### src/rtl/ids_pkg.sv
// Shared types and codes for the include directive scanner.
`timescale 1ns / 1ps
`default_nettype none

package ids_pkg;

    // Scanner phase codes.
    typedef enum logic [3:0] {
        PH_START  = 4'd0,
        PH_INLINE = 4'd1,
        PH_HASH   = 4'd2,
        PH_INCL   = 4'd3,
        PH_NAME   = 4'd4,
        PH_SLASH  = 4'd5,
        PH_ESCAPE = 4'd6,
        PH_BLOCK  = 4'd7,
        PH_BSTAR  = 4'd8,
        PH_LCOMM  = 4'd9
    } phase_t;

    // Event kinds carried by a result transaction.
    typedef enum logic [1:0] {
        EV_CHAR = 2'd0,
        EV_DONE = 2'd1,
        EV_DROP = 2'd2
    } event_kind_t;

    // One result transaction.
    typedef struct packed {
        event_kind_t kind;
        logic [7:0]  ch;
        logic        angle;
    } event_t;

    // One input transaction as held in the input register.
    typedef struct packed {
        logic       valid;
        logic [7:0] data;
        logic       eof;
    } item_t;

endpackage : ids_pkg

`default_nettype wire

### src/rtl/include_directive_scanner.sv
// Top level of the include directive scanner: input register, scanner, result register.
// A source byte accepted into the input register moves through the scanner and, if it
// produces a result, that result waits in the result register until downstream takes it.
// Throughput: one byte per cycle; the input register takes a new transaction whenever it is
// empty or its held byte moves on, which needs the result register to be empty or emptied.
// Reset (rst_n low, asynchronous) empties both registers and returns the scanner to the
// start of a line with no keyword matched and no name open.
`timescale 1ns / 1ps
`default_nettype none

module include_directive_scanner
(
    input  wire logic       clk,
    input  wire logic       rst_n,
    input  wire logic       in_valid,
    output logic            in_stall,
    input  wire logic [7:0] source_byte,
    input  wire logic       source_end,
    output logic            out_valid,
    input  wire logic       out_stall,
    output logic [1:0]      event_kind,
    output logic [7:0]      name_char,
    output logic            angle_form
);

    ids_pkg::item_t  item;
    ids_pkg::event_t ev;
    ids_pkg::event_t ev_reg;
    logic            ev_valid;
    logic            advance;
    logic            out_valid_reg;
    logic            out_valid_next;

    // The held byte moves through the scanner when the result register can take
    // whatever it produces. Bytes that produce no event still advance, so the
    // scanner state sees every transaction exactly once and in order.
    assign advance = item.valid && (!out_valid_reg || !out_stall);

    ids_in_stage u_in_stage
    (
        .clk         (clk),
        .rst_n       (rst_n),
        .in_valid    (in_valid),
        .in_stall    (in_stall),
        .source_byte (source_byte),
        .source_end  (source_end),
        .advance     (advance),
        .item        (item)
    );

    ids_scan u_scan
    (
        .clk      (clk),
        .rst_n    (rst_n),
        .step     (advance),
        .item     (item),
        .ev_valid (ev_valid),
        .ev       (ev)
    );

    // Result register: loaded on an advancing byte that produces an event, and
    // emptied when the downstream side takes the transaction.
    always_comb
    begin
        if (advance)
            out_valid_next = ev_valid;
        else if (out_valid_reg && !out_stall)
            out_valid_next = 1'b0;
        else
            out_valid_next = out_valid_reg;
    end

    always_ff @(posedge clk or negedge rst_n)
    begin
        if (!rst_n)
        begin
            out_valid_reg <= 1'b0;
        end
        else
        begin
            out_valid_reg <= out_valid_next;
        end
    end

    // The payload only changes when a new event is loaded, so a stalled result holds.
    always_ff @(posedge clk)
    begin
        if (advance && ev_valid)
        begin
            ev_reg <= ev;
        end
    end

    assign out_valid  = out_valid_reg;
    assign event_kind = ev_reg.kind;
    assign name_char  = ev_reg.ch;
    assign angle_form = ev_reg.angle;

endmodule : include_directive_scanner

`default_nettype wire

### src/rtl/ids_in_stage.sv
// Input register stage of the include directive scanner.
`timescale 1ns / 1ps
`default_nettype none

module ids_in_stage
(
    input  wire logic          clk,
    input  wire logic          rst_n,
    input  wire logic          in_valid,
    output logic               in_stall,
    input  wire logic [7:0]    source_byte,
    input  wire logic          source_end,
    input  wire logic          advance,
    output ids_pkg::item_t     item
);

    logic       valid_reg;
    logic       valid_next;
    logic [7:0] data_reg;
    logic       eof_reg;
    logic       load;

    // The held item leaves when the scan stage takes it.
    assign in_stall   = valid_reg && !advance;
    assign load       = in_valid && !in_stall;
    assign valid_next = load ? 1'b1 : (advance ? 1'b0 : valid_reg);

    always_ff @(posedge clk or negedge rst_n)
    begin
        if (!rst_n)
        begin
            valid_reg <= 1'b0;
        end
        else
        begin
            valid_reg <= valid_next;
        end
    end

    always_ff @(posedge clk)
    begin
        if (load)
        begin
            data_reg <= source_byte;
            eof_reg  <= source_end;
        end
    end

    assign item = '{valid: valid_reg, data: data_reg, eof: eof_reg};

endmodule : ids_in_stage

`default_nettype wire

### src/rtl/ids_scan.sv
// Scanner state registers and the per-byte next-state and event logic.
`timescale 1ns / 1ps
`default_nettype none

module ids_scan
(
    input  wire logic          clk,
    input  wire logic          rst_n,
    input  wire logic          step,
    input  ids_pkg::item_t     item,
    output logic               ev_valid,
    output ids_pkg::event_t    ev
);

    localparam logic [7:0] CH_HASH   = 8'h23;
    localparam logic [7:0] CH_SLASH  = 8'h2F;
    localparam logic [7:0] CH_STAR   = 8'h2A;
    localparam logic [7:0] CH_LT     = 8'h3C;
    localparam logic [7:0] CH_GT     = 8'h3E;
    localparam logic [7:0] CH_QUOTE  = 8'h22;
    localparam logic [7:0] CH_BSLASH = 8'h5C;
    localparam logic [7:0] CH_LF     = 8'h0A;
    localparam logic [7:0] CH_CR     = 8'h0D;
    localparam logic [7:0] CH_VT     = 8'h0B;
    localparam logic [7:0] CH_FF     = 8'h0C;
    localparam logic [7:0] CH_SPACE  = 8'h20;
    localparam logic [7:0] CH_TAB    = 8'h09;
    localparam logic [2:0] KW_LAST   = 3'd6;

    function automatic logic [7:0] keyword_char(input logic [2:0] pos);
        logic [7:0] r;
        case (pos)
            3'd0:    r = 8'h69; // i
            3'd1:    r = 8'h6E; // n
            3'd2:    r = 8'h63; // c
            3'd3:    r = 8'h6C; // l
            3'd4:    r = 8'h75; // u
            3'd5:    r = 8'h64; // d
            3'd6:    r = 8'h65; // e
            default: r = 8'h00;
        endcase
        return r;
    endfunction

    ids_pkg::phase_t phase_reg;
    ids_pkg::phase_t phase_next;
    logic [2:0]      kw_reg;
    logic [2:0]      kw_next;
    logic            bracket_reg;
    logic            bracket_next;
    logic            has_reg;
    logic            has_next;
    logic [7:0]      c;
    logic            line_end;
    logic            blank;

    assign c        = item.data;
    assign line_end = (c == CH_LF) || (c == CH_CR) || (c == CH_VT) || (c == CH_FF);
    assign blank    = (c == CH_SPACE) || (c == CH_TAB);

    always_comb
    begin
        phase_next   = phase_reg;
        kw_next      = kw_reg;
        bracket_next = bracket_reg;
        has_next     = has_reg;
        ev_valid     = 1'b0;
        ev           = '{kind: ids_pkg::EV_CHAR, ch: 8'h00, angle: bracket_reg};

        if (item.eof)
        begin
            if (phase_reg == ids_pkg::PH_NAME && has_reg)
            begin
                ev_valid = 1'b1;
                ev.kind  = ids_pkg::EV_DROP;
            end
            phase_next   = ids_pkg::PH_START;
            kw_next      = 3'd0;
            bracket_next = 1'b0;
            has_next     = 1'b0;
        end
        else
        begin
            unique case (phase_reg)
                ids_pkg::PH_SLASH:
                begin
                    if (c == CH_SLASH)
                        phase_next = ids_pkg::PH_LCOMM;
                    else if (c == CH_STAR)
                        phase_next = ids_pkg::PH_BLOCK;
                    else if (line_end)
                        phase_next = ids_pkg::PH_START;
                    else
                        phase_next = ids_pkg::PH_INLINE;
                end
                ids_pkg::PH_ESCAPE:
                begin
                    phase_next = ids_pkg::PH_INLINE;
                end
                ids_pkg::PH_BLOCK:
                begin
                    if (c == CH_STAR)
                        phase_next = ids_pkg::PH_BSTAR;
                end
                ids_pkg::PH_BSTAR:
                begin
                    if (c == CH_SLASH)
                        phase_next = ids_pkg::PH_START;
                    else if (c != CH_STAR)
                        phase_next = ids_pkg::PH_BLOCK;
                end
                ids_pkg::PH_LCOMM:
                begin
                    if (line_end)
                        phase_next = ids_pkg::PH_START;
                end
                default:
                begin
                    if (line_end)
                    begin
                        if (phase_reg == ids_pkg::PH_NAME && has_reg)
                        begin
                            ev_valid = 1'b1;
                            ev.kind  = ids_pkg::EV_DROP;
                        end
                        phase_next = ids_pkg::PH_START;
                        kw_next    = 3'd0;
                    end
                    else
                    begin
                        unique case (phase_reg)
                            ids_pkg::PH_INLINE:
                            begin
                                if (c == CH_SLASH)
                                    phase_next = ids_pkg::PH_SLASH;
                                else if (c == CH_BSLASH)
                                    phase_next = ids_pkg::PH_ESCAPE;
                            end
                            ids_pkg::PH_HASH:
                            begin
                                if (blank)
                                begin
                                    if (kw_reg != 3'd0)
                                    begin
                                        phase_next = ids_pkg::PH_INLINE;
                                        kw_next    = 3'd0;
                                    end
                                end
                                else if (kw_reg <= KW_LAST && keyword_char(kw_reg) == c)
                                begin
                                    if (kw_reg == KW_LAST)
                                    begin
                                        phase_next = ids_pkg::PH_INCL;
                                        kw_next    = 3'd0;
                                    end
                                    else
                                    begin
                                        kw_next = kw_reg + 3'd1;
                                    end
                                end
                                else
                                begin
                                    phase_next = ids_pkg::PH_INLINE;
                                    kw_next    = 3'd0;
                                end
                            end
                            ids_pkg::PH_INCL:
                            begin
                                if (c == CH_LT || c == CH_QUOTE)
                                begin
                                    bracket_next = (c == CH_LT);
                                    has_next     = 1'b0;
                                    phase_next   = ids_pkg::PH_NAME;
                                end
                                else if (!blank)
                                begin
                                    phase_next = ids_pkg::PH_INLINE;
                                end
                            end
                            ids_pkg::PH_NAME:
                            begin
                                if (c == CH_LT)
                                begin
                                    if (has_reg)
                                    begin
                                        ev_valid = 1'b1;
                                        ev.kind  = ids_pkg::EV_DROP;
                                    end
                                    phase_next = ids_pkg::PH_INLINE;
                                end
                                else if ((c == CH_GT && bracket_reg)
                                         || (c == CH_QUOTE && !bracket_reg))
                                begin
                                    if (has_reg)
                                    begin
                                        ev_valid = 1'b1;
                                        ev.kind  = ids_pkg::EV_DONE;
                                    end
                                    phase_next = ids_pkg::PH_INLINE;
                                end
                                else
                                begin
                                    has_next = 1'b1;
                                    ev_valid = 1'b1;
                                    ev.kind  = ids_pkg::EV_CHAR;
                                    ev.ch    = c;
                                end
                            end
                            default:
                            begin
                                if (c == CH_HASH)
                                begin
                                    phase_next = ids_pkg::PH_HASH;
                                    kw_next    = 3'd0;
                                end
                                else if (c == CH_SLASH)
                                    phase_next = ids_pkg::PH_SLASH;
                                else if (blank)
                                    phase_next = ids_pkg::PH_START;
                                else
                                    phase_next = ids_pkg::PH_INLINE;
                            end
                        endcase
                    end
                end
            endcase

            // The name flag only means something while a name is open.
            if (phase_next != ids_pkg::PH_NAME)
                has_next = 1'b0;
        end
    end

    always_ff @(posedge clk or negedge rst_n)
    begin
        if (!rst_n)
        begin
            phase_reg   <= ids_pkg::PH_START;
            kw_reg      <= 3'd0;
            bracket_reg <= 1'b0;
            has_reg     <= 1'b0;
        end
        else if (step)
        begin
            phase_reg   <= phase_next;
            kw_reg      <= kw_next;
            bracket_reg <= bracket_next;
            has_reg     <= has_next;
        end
    end

endmodule : ids_scan

`default_nettype wire
### config.mk
export PLATFORM = sky130hd
export DESIGN_NAME = include_directive_scanner
export DESIGN_NICKNAME = d
export VERILOG_FILES = /design/src/rtl/ids_pkg.sv /design/src/rtl/include_directive_scanner.sv /design/src/rtl/ids_in_stage.sv /design/src/rtl/ids_scan.sv
export SDC_FILE = /design/constraint.sdc
export NUM_CORES = 1
export LEC_CHECK = 0
export BUFFER_PORTS_ARGS = -buffer_cell sky130_fd_sc_hd__buf_2
export CAP_MARGIN = 25
export CORE_MARGIN = 3
export CORE_UTILIZATION = 45
export DETAILED_ROUTE_END_ITERATION = 12
export GPL_TIMING_DRIVEN = 1
export HOLD_SLACK_MARGIN = 0.1
export PLACE_DENSITY = 0.75
export SYNTH_ARGS = -nofsm -noshare
export SYNTH_HDL_FRONTEND = slang
export SYNTH_SLANG_ARGS = --single-unit
### constraint.sdc
create_clock -name clk -period 6 [get_ports clk]
set_clock_uncertainty 0.2 [all_clocks]
set_input_delay 0.6 -clock clk [delete_from_list [all_inputs] [get_ports clk]]
set_output_delay 0.6 -clock clk [all_outputs]
set_load 0.005 [all_outputs]
==> summary.txt <==
Yosys
  – Top-area cell type share of the netlist area: 28.2%
  – Synthesis-stage register bit count: 31
  – Top cells by area, synth: edfxtp_1 (28%), dfrtp_1 (13%), a21oi_1 (3.8%), nand2_1 (3.3%), nor2_1 (3.0%)
  – Number of enable flip-flop cells after synthesis: 20
  – Post-Syn Area: 2130 µm²
  – Cells after Synth: 213
  – Yosys warning total: 0
  – Synth area leader: edfxtp_1
  – Async SR Flop Fraction: 35.5%
  – Synth cell count leaders: edfxtp_1 (20), nand2_1 (19), nor2_1 (17), a21oi_1 (16), dfrtp_1 (11)
  – Most common cell in the netlist: edfxtp_1
  – Syn Area/Cell: 10.0 µm²
  – Syn_nets: 227
  – Sequential-to-total area share from yosys stat: 41.1%
  – Main flop type after synthesis: edfxtp_1
  – Distinct cell type count of the synthesized netlist: 68

Detailed routing
  – DRT Pass-1 Iters: 5
  – Routed via count: 1771
  – Initial DRC count: 110
  – Total wire length: 4.79 mm
  – Wire per inst: 16.8 µm
  – Vias per cell: 6.21
  – Final ANT Viol Nets: 0
  – Post-route DRC: 0

Placed design
  – Buffers on Ports: 25
  – Dpl hpwl: 3.65 mm
  – GP Congestion: 0.905
  – Pre-CTS setup slack: 3.00 ns

STA
  – Tmin final: 3.04 ns
  – Final worst path period share: 50.6%
  – Max Fclk: 329 MHz
  – TNS Setup: 0 ns
  – Worst slew margin: 33.1%
  – Final WS setup: 2.96 ns
  – RSZ-0062 raised after global routing: no
  – Slew @ Worst Pin: 1.00 ns
  – Slew Limit Fails: 0
  – Final Hold Viols: 0
  – Final setup violation count: 0

Finish
  – Layout Nets: 246
  – Layout cells sized above 1: 23.2%
  – Antenna cells: 0
  – P&R area growth vs syn: 6.69%

Worst setup path
  – CP startpoint kind: flop
  – CP Max Fanout: 13
  – WP data required: 5.70 ns
  – Setup CP Type: reg -> reg
  – WP data arrival: 2.74 ns
  – Crit end category: flop

Clocking
  – TritonCTS clock tree: done
  – H-tree Lvls: 2
  – Clock root buffer: clkbuf_8
  – Resize count post-CTS: 0
  – Clk sinks: 31
  – Num CTS Buffers: 5
  – CTS max path bufs: 2
  – Post-CTS Hold Buffers: 1
  – Worst-Skew Late Latency: 0.29 ns
  – Setup Buffers After CTS: 0
  – Clk pin slew, worst setup/hold paths: 0.07 ns

Floorplan
  – FP Rows: 24
  – Core area: 4470 µm²
  – I/O pins: 26
  – Chip width: 74.8 µm
  – Die ar.: 5600 µm²
  – Die Y: 74.8 µm
  – Starting density of the core: 47.7%

Pwr
  – Sequential share of power: 55.6%
  – Logic gate share of total power: 9.6%
  – Peak supply drop: 0.175 mV
  – LEAKAGE: 0.850 nW
  – Sw frac: 26.0%
  – Clk pwr share: 34.8%
  – Switching power of the nets: 118 µW
  – Cell area power density: 199 nW/µm²
  – Internal Power: 335 µW

Hold path
  – Hold Crit Class: in -> reg

GRT
  – Initial antenna violation count: 0
  – Largest net degree at the start of global routing: 16
  – Grt total ovfl: 0
  – Vias in the first global route: 1567
  – First-pass GRT wire length: 7.82 mm
  – Overall routing resource usage: 18.6%

Run status
  – Status: finished clean

Run
  – Max cap viols: 0
-- power groups by stage --
stage | logic, mW | clock network [mW] | registers (mW)
floorplan | 0.0480 | 0 | 0.243
CTS | 0.0434 | 0.160 | 0.251
finish | 0.0436 | 0.157 | 0.251
global route | 0.0482 | 0.169 | 0.253
detailed placement | 0.0428 | 0 | 0.255
global placement | 0.0425 | 0 | 0.255
-- final timing paths --
check | startpoint | end | slack, ns | cells past startpoint
worst min-delay path | source_end | u_in_stage.eof_reg | 0.28 | 1
worst min register to register | u_in_stage.valid_reg | out_valid | 0.37 | 1
min in group asynchronous | rst_n | u_in_stage.valid_reg | 0.51 | 2
max in group asynchronous | rst_n | u_scan.has_reg | 4.88 | 2
worst max register to register | u_in_stage.data_reg[1] | name_char[0] | 2.96 | 5
worst max-delay path | u_in_stage.data_reg[1] | name_char[0] | 2.96 | 5
-- cell usage in the layout, fill, tap and decap left out, drive strengths merged, types with 2 or more instances in the layout --
master,instances
a211oi,3
nand3b,2
and2,3
nor3,4
or4,3
nand2,19
mux2i,2
and2b,2
and4b,2
a21oi,17
and3,8
xnor2,3
o211a,2
nand3,8
edfxtp,20
a2111oi,2
a2bb2oi,2
nand2b,5
inv,8
clkbuf,6
or3,3
o2111ai,2
nor2,18
or4b,2
o22ai,4
dfrtp,11
o211ai,2
nor4,4
nor4b,5
buf,25
and4,2
o21ai,11
-- metrics by stage --
stage                     total power [mW]  hold slack (ns)  instances  area (µm²)  util [%]
after floorplan                      0.291            0.104        213        2130         -
after global placement               0.298            0.287        276        2180      48.7
after detailed placement             0.298            0.283        276        2180      48.7
after CTS                            0.455            0.282        285        2270      50.8
after global routing                 0.470            0.280        285        2270      50.8
final                                0.452            0.285        285        2270      50.8
-- worst max-delay path, stage by stage (launching register included) --
cell	delay (ns)
edfxtp_1	0.57
or4b_2	0.31
o22ai_2	0.09
a21oi_1	0.47
nand2_1	0.18
a21oi_1	0.83
-- logic make-up after synthesis --
family | share of synthesized area [%]
and+or+nand+nor | 27.0
adders and majority gates | 1.06
muxes | 1.47
DFF | 41.1
AOI/OAI and AO/OA | 20.1
xor gates and xnor gates | 1.23
buffers and inverters | 8.10
-- final cells by class --
type	count	area (µm²)
clock inverters	2	12.5
inverters	8	30.0
flip-flops and latches	31	876
fillers	401	2200
multi-input cells	160	1080
repair buffers	26	135
well taps	52	65.1
clock buffers	6	72.6
-- per-layer routing --
layer,up-vias,wire length (µm),global-route usage [%]
met3,13,341,4.81
met5,-,0,0
li1,846,-,-
met4,0,117,7.71
met2,88,2200,26.6
met1,824,2130,26.6
No activity file was read; power rests on OpenSTA's default activity.
